<file path="src/qpt_pkg.sv">
`timescale 1ns / 1ps
// ----------------------------------------------------------------------------
// qpt_pkg: shared types and constants for the quoted/paren tokenizer
// Character codes, parse modes, error codes and the item/state structs.
// ----------------------------------------------------------------------------
package qpt_pkg;

    localparam logic [7:0] CH_SPACE = 8'h20;
    localparam logic [7:0] CH_QUOTE = 8'h22;
    localparam logic [7:0] CH_OPEN  = 8'h28;
    localparam logic [7:0] CH_CLOSE = 8'h29;

    localparam logic [7:0] MAX_LENGTH_RESET = 8'd100;
    localparam logic [7:0] COUNT_SAT        = 8'd255;

    typedef enum logic [1:0] {
        MODE_PLAIN  = 2'd0,
        MODE_QUOTED = 2'd1,
        MODE_PAREN  = 2'd2
    } mode_t;

    typedef enum logic [1:0] {
        KIND_PLAIN  = 2'd0,
        KIND_QUOTED = 2'd1,
        KIND_PAREN  = 2'd2
    } kind_t;

    typedef enum logic [2:0] {
        ERR_NONE           = 3'd0,
        ERR_TOO_LONG       = 3'd1,
        ERR_QUOTE_IN_PAREN = 3'd2,
        ERR_EMPTY_QUOTES   = 3'd3,
        ERR_NESTED_PAREN   = 3'd4,
        ERR_EMPTY_PAREN    = 3'd5
    } err_t;

    typedef struct packed {
        logic [7:0] char_in;
        logic       last_char;
    } in_item_t;

    typedef struct packed {
        logic [7:0] char_out;
        logic       char_kept;
        logic       token_done;
        kind_t      token_kind;
        err_t       error_code;
        logic       last_out;
    } out_item_t;

    typedef struct packed {
        mode_t      mode;
        logic       token_nonempty;
        logic [7:0] byte_count;
        err_t       error_state;
    } tok_state_t;

    localparam tok_state_t STATE_RESET = '{
        mode:           MODE_PLAIN,
        token_nonempty: 1'b0,
        byte_count:     8'd0,
        error_state:    ERR_NONE
    };

endpackage

</file>
<file path="src/qpt_if.sv">
`timescale 1ns / 1ps
// ----------------------------------------------------------------------------
// qpt_if: channel interfaces for the quoted/paren tokenizer
// Byte input channel, result channel and configuration write channel.
// ----------------------------------------------------------------------------
interface qpt_in_if;
    logic       valid;
    logic       ready;
    logic [7:0] char_in;
    logic       last_char;

    modport source (output valid, output char_in, output last_char, input ready);
    modport sink   (input valid, input char_in, input last_char, output ready);
endinterface

interface qpt_out_if;
    logic       valid;
    logic       ready;
    logic [7:0] char_out;
    logic       char_kept;
    logic       token_done;
    logic [1:0] token_kind;
    logic [2:0] error_code;
    logic       last_out;

    modport source (output valid, output char_out, output char_kept, output token_done,
                    output token_kind, output error_code, output last_out, input ready);
    modport sink   (input valid, input char_out, input char_kept, input token_done,
                    input token_kind, input error_code, input last_out, output ready);
endinterface

interface qpt_cfg_if;
    logic       valid;
    logic       ready;
    logic [7:0] max_length;

    modport source (output valid, output max_length, input ready);
    modport sink   (input valid, input max_length, output ready);
endinterface

</file>
<file path="src/qpt_step.sv">
`timescale 1ns / 1ps
// ----------------------------------------------------------------------------
// qpt_step: per-byte tokenizer step
// Computes the result of one byte and the next parse state.
// ----------------------------------------------------------------------------
module qpt_step (
    input  qpt_pkg::tok_state_t st,
    input  qpt_pkg::in_item_t   item,
    input  logic [7:0]          max_length,
    output qpt_pkg::tok_state_t st_next,
    output qpt_pkg::out_item_t  res
);
    import qpt_pkg::*;

    always_comb
    begin
        tok_state_t s;
        logic       kept;
        logic       done;
        kind_t      kind;
        logic [7:0] ch;

        s    = st;
        kept = 1'b0;
        done = 1'b0;
        kind = KIND_PLAIN;
        ch   = item.char_in;

        if (s.error_state == ERR_NONE)
        begin
            if (s.byte_count >= max_length)
            begin
                s.error_state = ERR_TOO_LONG;
            end
            if (s.byte_count != COUNT_SAT)
            begin
                s.byte_count = s.byte_count + 8'd1;
            end
        end

        if (s.error_state == ERR_NONE)
        begin
            case (s.mode)
                MODE_QUOTED:
                begin
                    if (ch == CH_QUOTE)
                    begin
                        if (!s.token_nonempty)
                        begin
                            s.error_state = ERR_EMPTY_QUOTES;
                        end
                        else
                        begin
                            done             = 1'b1;
                            kind             = KIND_QUOTED;
                            s.token_nonempty = 1'b0;
                            s.mode           = MODE_PLAIN;
                        end
                    end
                    else
                    begin
                        kept             = 1'b1;
                        s.token_nonempty = 1'b1;
                    end
                end
                MODE_PAREN:
                begin
                    if (ch == CH_QUOTE)
                    begin
                        s.error_state = ERR_QUOTE_IN_PAREN;
                    end
                    else if (ch == CH_OPEN)
                    begin
                        s.error_state = ERR_NESTED_PAREN;
                    end
                    else if (ch == CH_CLOSE)
                    begin
                        if (!s.token_nonempty)
                        begin
                            s.error_state = ERR_EMPTY_PAREN;
                        end
                        else
                        begin
                            done             = 1'b1;
                            kind             = KIND_PAREN;
                            s.token_nonempty = 1'b0;
                            s.mode           = MODE_PLAIN;
                        end
                    end
                    else
                    begin
                        kept             = 1'b1;
                        s.token_nonempty = 1'b1;
                    end
                end
                default:
                begin
                    if (ch == CH_SPACE || ch == CH_QUOTE || ch == CH_OPEN)
                    begin
                        if (s.token_nonempty)
                        begin
                            done             = 1'b1;
                            kind             = KIND_PLAIN;
                            s.token_nonempty = 1'b0;
                        end
                        if (ch == CH_QUOTE)
                        begin
                            s.mode = MODE_QUOTED;
                        end
                        else if (ch == CH_OPEN)
                        begin
                            s.mode = MODE_PAREN;
                        end
                        else
                        begin
                            s.mode = MODE_PLAIN;
                        end
                    end
                    else if (ch == CH_CLOSE)
                    begin
                        s.mode = MODE_PLAIN;
                    end
                    else
                    begin
                        kept             = 1'b1;
                        s.token_nonempty = 1'b1;
                        s.mode           = MODE_PLAIN;
                    end
                end
            endcase

            // end of string closes an open token
            if (s.error_state == ERR_NONE && item.last_char && s.token_nonempty)
            begin
                done             = 1'b1;
                s.token_nonempty = 1'b0;
                case (s.mode)
                    MODE_QUOTED: kind = KIND_QUOTED;
                    MODE_PAREN:  kind = KIND_PAREN;
                    default:     kind = KIND_PLAIN;
                endcase
            end
        end

        if (s.error_state != ERR_NONE)
        begin
            kept = 1'b0;
            done = 1'b0;
            kind = KIND_PLAIN;
        end

        res.char_out   = kept ? ch : 8'd0;
        res.char_kept  = kept;
        res.token_done = done;
        res.token_kind = kind;
        res.error_code = s.error_state;
        res.last_out   = item.last_char;

        st_next = item.last_char ? STATE_RESET : s;
    end

endmodule

</file>
<file path="src/quoted_paren_tokenizer_unit.sv">
`timescale 1ns / 1ps
// ----------------------------------------------------------------------------
// quoted_paren_tokenizer_unit: command-string tokenizer
// Input register, one-pass step logic, result register.
// ----------------------------------------------------------------------------
// Takes one byte per transfer and returns one result per byte, one byte per
// clock sustained while the result side does not stall. A byte is captured in
// the input register at its input transfer; the parse step and state update
// then run from it, and the result register is loaded once it is empty or its
// result is being taken. The result is held until taken. Input ready drops
// only when both registers are full and the result is stalled. max_length may
// be written when no string is in flight; cfg.ready is always high.
module quoted_paren_tokenizer_unit (
    input  logic  clk,
    input  logic  rst_n,
    qpt_in_if.sink    in_ch,
    qpt_out_if.source out_ch,
    qpt_cfg_if.sink   cfg
);
    import qpt_pkg::*;

    logic [7:0] max_len_reg;
    tok_state_t state_reg;
    tok_state_t state_next;
    logic       in_valid_reg;
    in_item_t   in_item_reg;
    logic       out_valid_reg;
    out_item_t  out_item_reg;
    out_item_t  out_item_next;
    logic       advance;

    assign cfg.ready      = 1'b1;
    assign advance        = !out_valid_reg || out_ch.ready;
    assign in_ch.ready    = !in_valid_reg || advance;

    qpt_step u_step (
        .st         (state_reg),
        .item       (in_item_reg),
        .max_length (max_len_reg),
        .st_next    (state_next),
        .res        (out_item_next)
    );

    always_ff @(posedge clk or negedge rst_n)
    begin
        if (!rst_n)
        begin
            max_len_reg <= MAX_LENGTH_RESET;
        end
        else if (cfg.valid && cfg.ready)
        begin
            max_len_reg <= cfg.max_length;
        end
    end

    always_ff @(posedge clk or negedge rst_n)
    begin
        if (!rst_n)
        begin
            in_valid_reg  <= 1'b0;
            out_valid_reg <= 1'b0;
            state_reg     <= STATE_RESET;
        end
        else
        begin
            if (in_ch.ready)
            begin
                in_valid_reg <= in_ch.valid;
            end
            if (advance)
            begin
                out_valid_reg <= in_valid_reg;
                if (in_valid_reg)
                begin
                    state_reg <= state_next;
                end
            end
        end
    end

    always_ff @(posedge clk)
    begin
        if (in_ch.ready && in_ch.valid)
        begin
            in_item_reg.char_in   <= in_ch.char_in;
            in_item_reg.last_char <= in_ch.last_char;
        end
        if (advance && in_valid_reg)
        begin
            out_item_reg <= out_item_next;
        end
    end

    assign out_ch.valid      = out_valid_reg;
    assign out_ch.char_out   = out_item_reg.char_out;
    assign out_ch.char_kept  = out_item_reg.char_kept;
    assign out_ch.token_done = out_item_reg.token_done;
    assign out_ch.token_kind = out_item_reg.token_kind;
    assign out_ch.error_code = out_item_reg.error_code;
    assign out_ch.last_out   = out_item_reg.last_out;

endmodule

</file>
<file path="src/flat_wrapper.sv">
// flat-port wrapper written by rule: the top's interface ports become plain ports
module quoted_paren_tokenizer_unit_flat import qpt_pkg::*;
  (clk, rst_n, in_ch_valid, in_ch_char_in, in_ch_last_char, in_ch_ready, out_ch_valid, out_ch_char_out, out_ch_char_kept, out_ch_token_done, out_ch_token_kind, out_ch_error_code, out_ch_last_out, out_ch_ready, cfg_valid, cfg_max_length, cfg_ready);
  qpt_in_if in_ch_i ();
  qpt_out_if out_ch_i ();
  qpt_cfg_if cfg_i ();
  input  logic clk;
  input  logic rst_n;
  input wire logic [$bits(in_ch_i.valid)-1:0] in_ch_valid;
  input wire logic [$bits(in_ch_i.char_in)-1:0] in_ch_char_in;
  input wire logic [$bits(in_ch_i.last_char)-1:0] in_ch_last_char;
  output wire logic [$bits(in_ch_i.ready)-1:0] in_ch_ready;
  output wire logic [$bits(out_ch_i.valid)-1:0] out_ch_valid;
  output wire logic [$bits(out_ch_i.char_out)-1:0] out_ch_char_out;
  output wire logic [$bits(out_ch_i.char_kept)-1:0] out_ch_char_kept;
  output wire logic [$bits(out_ch_i.token_done)-1:0] out_ch_token_done;
  output wire logic [$bits(out_ch_i.token_kind)-1:0] out_ch_token_kind;
  output wire logic [$bits(out_ch_i.error_code)-1:0] out_ch_error_code;
  output wire logic [$bits(out_ch_i.last_out)-1:0] out_ch_last_out;
  input wire logic [$bits(out_ch_i.ready)-1:0] out_ch_ready;
  input wire logic [$bits(cfg_i.valid)-1:0] cfg_valid;
  input wire logic [$bits(cfg_i.max_length)-1:0] cfg_max_length;
  output wire logic [$bits(cfg_i.ready)-1:0] cfg_ready;
  assign in_ch_i.valid = in_ch_valid;
  assign in_ch_i.char_in = in_ch_char_in;
  assign in_ch_i.last_char = in_ch_last_char;
  assign in_ch_ready = in_ch_i.ready;
  assign out_ch_valid = out_ch_i.valid;
  assign out_ch_char_out = out_ch_i.char_out;
  assign out_ch_char_kept = out_ch_i.char_kept;
  assign out_ch_token_done = out_ch_i.token_done;
  assign out_ch_token_kind = out_ch_i.token_kind;
  assign out_ch_error_code = out_ch_i.error_code;
  assign out_ch_last_out = out_ch_i.last_out;
  assign out_ch_i.ready = out_ch_ready;
  assign cfg_i.valid = cfg_valid;
  assign cfg_i.max_length = cfg_max_length;
  assign cfg_ready = cfg_i.ready;
  quoted_paren_tokenizer_unit u_core (.clk(clk), .rst_n(rst_n), .in_ch(in_ch_i), .out_ch(out_ch_i), .cfg(cfg_i));
endmodule
</file>
<file path="config.mk">
export PLATFORM = sky130hd
export DESIGN_NAME = quoted_paren_tokenizer_unit_flat
export DESIGN_NICKNAME = d
export VERILOG_FILES = /design/src/qpt_pkg.sv /design/src/qpt_if.sv /design/src/qpt_step.sv /design/src/quoted_paren_tokenizer_unit.sv /design/src/flat_wrapper.sv
export SDC_FILE = /design/constraint.sdc
export NUM_CORES = 1
export LEC_CHECK = 0
export BUFFER_PORTS_ARGS = -buffer_cell sky130_fd_sc_hd__buf_2
export CORE_MARGIN = 3
export CORE_UTILIZATION = 48
export DETAILED_ROUTE_END_ITERATION = 8
export PLACE_DENSITY = 0.69
export SYNTH_ARGS = -nofsm -noshare
export SYNTH_HDL_FRONTEND = slang
export SYNTH_SLANG_ARGS = --single-unit
</file>
<file path="constraint.sdc">
create_clock -name clk -period 3 [get_ports clk]
set_input_delay 0.45 -clock clk [delete_from_list [all_inputs] [get_ports clk]]
set_output_delay 0.45 -clock clk [all_outputs]
set_load 0.02 [all_outputs]
</file>
# ---- Word level (Yosys, flattened, before mapping)
# Cells that the tools add are included.
# W data, S select, Z words.
dict set report totals {
  ff_bits 49
  inputBits 22
  output_inout_bits 19
  word_cells 101
}
dict set report classes {
  n_addsub 1
  order_cmp 1
  eq_ne 9
  mux 53
  bitwise_logic 1
  n_reduce_logical 21
}
# operator n
set ops {}
lappend ops {{$mux W3} 15}
lappend ops {{$eq A8 B6 Y1 const B} 4}
lappend ops {{$mux W1} 20}
lappend ops {{$mux W2} 9}
lappend ops {{$mux W14} 1}
lappend ops {{$pmux W3 S2} 2}
lappend ops {{$mux W11} 1}
lappend ops {{$logic_not A3 Y1} 3}
lappend ops {{$add A8 B1 Y8 const B} 1}
lappend ops {{$ge A8 B8 Y1} 1}
lappend ops {{$mux W8} 1}
lappend ops {{$ne A8 B8 Y1 const B} 1}
lappend ops {{$pmux W2 S2} 2}
lappend ops {{$reduce_bool A2 Y1} 3}
lappend ops {{$eq A2 B1 Y1 const B} 2}
lappend ops {{$eq A2 B2 Y1 const B} 2}
lappend ops {{$logic_and A1 B1 Y1} 4}
lappend ops {{$logic_or A1 B1 Y1} 4}
lappend ops {{$pmux W1 S2} 2}
lappend ops {{$reduce_and A4 Y1} 1}
lappend ops {{$reduce_and A3 Y1} 1}
lappend ops {{$reduce_bool A3 Y1} 1}
lappend ops {{$logic_not A1 Y1} 2}
lappend ops {{$reduce_and A2 Y1} 1}
lappend ops {{2 further kinds} 2}

# ---- Depth between registers and ports, before layout
dict set report depth {
  depth_word 15
  depth_mapped 9
}

# ---- Modules after synthesis
# Synthesis repeated with hierarchy kept, for this count alone.
dict set report unflattened {
  hier_cells 249
  hier_area_um2 2849.0
}
# module n_inst cells_per_inst area_per_inst_um2 seq_area_each_um2
set modules_own_cells {}
lappend modules_own_cells {quoted_paren_tokenizer_unit 1 82 1729.2 1355.0}
lappend modules_own_cells {qpt_step 1 167 1119.8 0.0}

# ---- Least setup slack after synthesis
# OpenSTA, ideal clock, no wires.
dict set report synth_timing {
  path_type {flip-flop to flip-flop}
  start {register u_core.max_len_reg[6]}
  end {register u_core.out_item_reg (netlist bit u_core.out_ch.char_out[0]), data pin}
  setup_time_ns 0.132
  arrival_ns 2.314
  required_ns 2.868
  setup_slack_ns 0.554
  path_stages_with_launch 9
  path_buffers 0
  synth_period_minus_slack_ns 2.446
  cell_sequence {dfstp_2 inv_1 ha_1 a21o_1 a211o_1 a2111oi_4 nor3b_4 nor3b_4 and2_1}
}
# item line
set synth_lines {}
lappend synth_lines {{start, declared} quoted_paren_tokenizer_unit.sv:22} ;# logic [7:0] max_len_reg;
lappend synth_lines {{start signal, assigned} quoted_paren_tokenizer_unit.sv:52} ;# max_len_reg <= cfg.max_length;
lappend synth_lines {{end signal, assigned} quoted_paren_tokenizer_unit.sv:90} ;# out_item_reg <= out_item_next;
lappend synth_lines {{end, declared} quoted_paren_tokenizer_unit.sv:28} ;# out_item_t out_item_reg;

# ---- Worst setup path after layout
dict set report layout_timing {
  start {register u_core.max_len_reg[6]}
  end {register u_core.out_item_reg (netlist bit u_core.out_ch.token_kind[1]), data pin}
}
dict set report layout_via {
  elab_chain_len 13
  word_cells_on_any_way 20
  cone_classes {order compare: 1; mux: 12; bitwise: 1; reduce/logical: 6}
}
# item line
set layout_rtl {}
lappend layout_rtl {{$ge A8 B8 Y1 (*)} qpt_step.sv:31} ;# if (s.byte_count >= max_length)
lappend layout_rtl {{$mux W3 (*)} qpt_step.sv:31}
lappend layout_rtl {{$mux W11 (*)} qpt_step.sv:29} ;# if (s.error_state == ERR_NONE)
lappend layout_rtl {{$mux W3} qpt_step.sv:78} ;# if (!s.token_nonempty)
lappend layout_rtl {{$mux W3} qpt_step.sv:76} ;# else if (ch == CH_CLOSE)
lappend layout_rtl {{$mux W3} qpt_step.sv:72} ;# else if (ch == CH_OPEN)
lappend layout_rtl {{$mux W3} qpt_step.sv:68} ;# if (ch == CH_QUOTE)
lappend layout_rtl {{$pmux W3 S2} qpt_step.sv:43} ;# case (s.mode)
lappend layout_rtl {{$mux W3} qpt_step.sv:41} ;# if (s.error_state == ERR_NONE)
lappend layout_rtl {{$logic_not A3 Y1} qpt_step.sv:133} ;# if (s.error_state == ERR_NONE && item.last_char && s.token_nonempty)
lappend layout_rtl {{$logic_and A1 B1 Y1 (2 in a row)} qpt_step.sv:133}
lappend layout_rtl {{$mux W2} qpt_step.sv:133}
# Mark *: on every way between the ends. The rest lies on a longest branch, timed or not. The select of a mux whose other input is x is not followed.
# A chain may end at the register's enable or synchronous reset.

==> metrics.md <==
| Metric | Value |
|---|---|
| Clk_lat worst skew | 300 ps |
| Setup Buffers After CTS | 0 |
| Via count | 1952 |
| Area share of the leading cell type in the synthesized netlist | 0.287 |
| Chip Height | 79.8 µm |
| Worst reg2reg path depth | 8 |
| Wirelength, routed | 5.09 mm |
| EDFF count, synth | 25 |
| First-pass GRT wire length | between 8 and 9 mm |
| Die Wd | between 70 and 80 µm |
| Cts hold-fix bufs | 0 |
| Cts bufs inserted | 5 |
| Clock tree from TritonCTS | built |
| Largest fanout on the critical path | 3 |
| Worst-path cell chain | inv_1 > ha_1 > a21o_1 > a211o_1 > a21oi_1 > a2111oi_0 > nor4_1 > mux2i_1 |
| Post-DP HPWL | between 3 and 4 mm |
| Final Slew Violations | 0 |
| Layout Area Growth over Synthesis | 13.5% |
| CP Class | reg -> reg |
| Period utilization | 0.859 |
| H-tree levels | 2 |
| Nature of the critical path startpoint | flip-flop |
| Synthesis Warnings | 0 |
| Number of port buffers | 39 |
| DRC violation count after routing | 0 |
| Layout Skew | around 3.3 ps |
| Number of failing hold endpoints at the final stage | 0 |
| Count of instances resized after the clock tree is built | 0 |
| Setup violators final | 0 |
| Worst setup timing slack at the placement stage | approximately 430 ps |
| Number of cells in the finished layout apart from fillers | about 350 |
| Worst path arrival time | about 2600 ps |
| Power per unit of standard cell area | approximately 600 nW/µm² |
| Post-layout utilization of the core | 0.571 |
| Initial antenna violation count | 0 |
| Final critical-path setup slack | 423 ps |
| Maximum clock insertion buffer count | 2 |
| Worst min path class | in -> async |
| Number of top-level pins | 41 |
| Outcome | complete, no violations |
| Die footprint | around 6400 µm² |
| Global route total overflow | 0 |
| Leakage power figure | 1.31 nW |
| Vias/cell | 5.55 |
| Max Clk Rate | a little under 400 MHz |
| Most numerous cell in the Yosys netlist | edfxtp_1 |
| Violation count after the first detailed-route iteration | 209 |
| Proportion of layout cells with a drive suffix above 1 | 0.230 |
| Fraction of synthesis flops using an asynchronous set or reset pin | 0.490 |
| Total inserted antenna cells | 0 |
| Synth top cells by count | edfxtp_1, nand2_1, dfrtp_1 |
| Clock Tree Root | clkbuf_8 |
| ANT nets after route | 0 |
| Mapped Cells | ~240 |
| Number of max-cap violations | 0 |
| Final GP Congestion | 0.808 |
| Setup TNS after final layout | 0 ps |
| Flip-flop and latch count after synthesis | 49 |
| Number of sinks handled by clock tree synthesis | between 40 and 50 |
| Final hold slack | ~120 ps |
| Flip-flop count of the largest register after layout | 14 |
| Worst relative slew slack | 0.444 |
| Timing endpoint of the critical path | u_core.out_ch.token_kind[1]$_SDFFCE_PP0P_ |
| Number of distinct library cell variants in the gate-level netlist after synthesis | 61 |
| Post-Place Cells | 344 |
| Starting density of the core | 0.503 |
| Gr usage total | 0.174 |
| Top_reg_cell synth | edfxtp_1 |
| CP Depth | 8 |
| Number of global-route vias before repair | around 1800 |
| Clock transition at the registers of the reported paths | around 90 ps |
| Cell type group with the largest total delay on the critical path | compound AO/OA/AOI/OAI gates |
| Syn Std Cell Area | around 2600 µm² |
| Cell type contributing the most total cell area after synthesis | edfxtp_1 |
| Average size of a mapped cell | roughly 11 µm² |
| Core Region | roughly 5200 µm² |
| Pin count of the biggest net entering global routing | 25 |
| CP Capture Type | flip-flop |
| Detail-routed net length per standard cell | 14.5 µm |
| Largest stage delay on the critical path | ~530 ps |
| Slowest cell on the critical path | dfstp_2 |
| FF-to-FF Start | u_core.max_len_reg[6]$_DFFE_PN1P_ |
| Fin crit period | ~2600 ps |
| Cell row count | 26 |
| Final-stage net count | around 310 |
| Least-Margin Pin Slew | about 830 ps |
| Largest cells by area after synthesis | edfxtp_1, dfrtp_1, ha_1 |
| Pre-Repair DR Iteration Count | 4 |
| Post-Synthesis Net Count | 275 |
| Unrepaired setup endpoints after global routing | false |
| Endpoint of the most critical register-to-register path | u_core.out_ch.token_kind[1]$_SDFFCE_PP0P_ |
| Critical path buffers and inverters | 1 |
| Worst vdd ir | roughly 0.3 mV |
| Portion of the post-synthesis area used by sequential elements | 0.518 |
| Launch point of the critical path | u_core.max_len_reg[6]$_DFFE_PN1P_ |
| Setup slack of the most critical reg-to-reg path | 420 ps |
| Data required time at the worst endpoint | 3050 ps |
[report_power, final]
part / internal [mW] / switching (mW)
clock network: 0.249 / 0.220
logic: 0.202 / 0.260
registers: 0.813 / 0.0679
total: 1.26 / 0.548
[cell type report]
cell class	instances	area, µm²
Multi-Input combinational cell	166	1130
Sequential cell	49	1360
Clock buffer	5	68.8
Fill cell	475	2230
Clock inverter	3	46.3
Tap cell	70	87.6
Inverter	17	63.8
Timing Repair Buffer	42	218
[logic make-up (layout without fill, tap and decap cells)]
| group | count (synthesis) | in the layout | share of synthesized area |
|---|---|---|---|
| AOI/OAI and AO/OA | 65 | 65 | 0.174 |
| xor gates and xnor gates | 1 | 1 | 0.00335 |
| adders and majority gates | 11 | 11 | 0.0526 |
| buffers and inverters | 27 | 67 | 0.0497 |
| DFF | 49 | 49 | 0.518 |
| muxes | 2 | 2 | 0.00813 |
| other | 1 | 1 | 0.00143 |
| and+or+nand+nor | 86 | 86 | 0.193 |
[stage by stage]
| stage | instance area (µm²) | power, mW |
|---|---|---|
| final | 2970 | 1.81 |
| after global routing | 2970 | 1.93 |
| after CTS | 2970 | 1.83 |
| after detailed placement | 2860 | 1.36 |
| after global placement | 2860 | 1.35 |
| after floorplan | 2620 | 1.22 |
[worst min-delay path by stage]
| stage | from | cells after the start | to |
|---|---|---|---|
| 3_5_place_dp | rst_n | 1 | u_core.max_len_reg[1]$_DFFE_PN0P_ |
| 5_1_grt | rst_n | 1 | u_core.max_len_reg[0]$_DFFE_PN0P_ |
| 6_report | rst_n | 1 | u_core.max_len_reg[1]$_DFFE_PN0P_ |
| 4_1_cts | rst_n | 1 | u_core.max_len_reg[1]$_DFFE_PN0P_ |
| 2_1_floorplan | rst_n | 0 | u_core.in_valid_reg$_DFFE_PN0N_ |
| 3_3_place_gp | rst_n | 1 | u_core.max_len_reg[4]$_DFFE_PN0P_ |
[layer usage]
layer	wire, µm	global-route usage
met2	2200	0.242
met5	0	0
met3	408	0.0451
met1	2400	0.257
met4	82	0.0676
[worst reg2reg max path: cells and delay by family (launching register included)]
kind | cells | cell delay [ps]
compound gates | 4 | 860
fa+ha+maj | 1 | 290
buf+inv | 1 | 50
flops | 1 | 530
mux | 1 | 130
simple gates | 1 | 480
[cell usage in the layout (no fill, tap or decap), types with 2 or more instances in the layout]
master / n
nand3_1: 4
edfxtp_1: 25
or2_2: 3
nand3b_1: 2
dfstp_2: 3
inv_1: 17
nor2_1: 13
o21ai_0: 20
nand2b_1: 8
buf_2: 39
a21o_1: 3
and2_1: 9
nand2_1: 23
a211o_1: 2
or3_1: 2
o41ai_1: 2
o22ai_1: 4
a21oi_1: 8
o21ai_1: 2
o31ai_1: 4
nor2b_1: 3
o211a_1: 2
and3_1: 2
nor3b_4: 2
buf_4: 3
clkbuf_8: 5
dfrtp_1: 21
a311oi_1: 2
a31oi_1: 2
ha_1: 11
nor4_1: 3
nor3b_1: 2
Power figures use the tool's default switching activity.
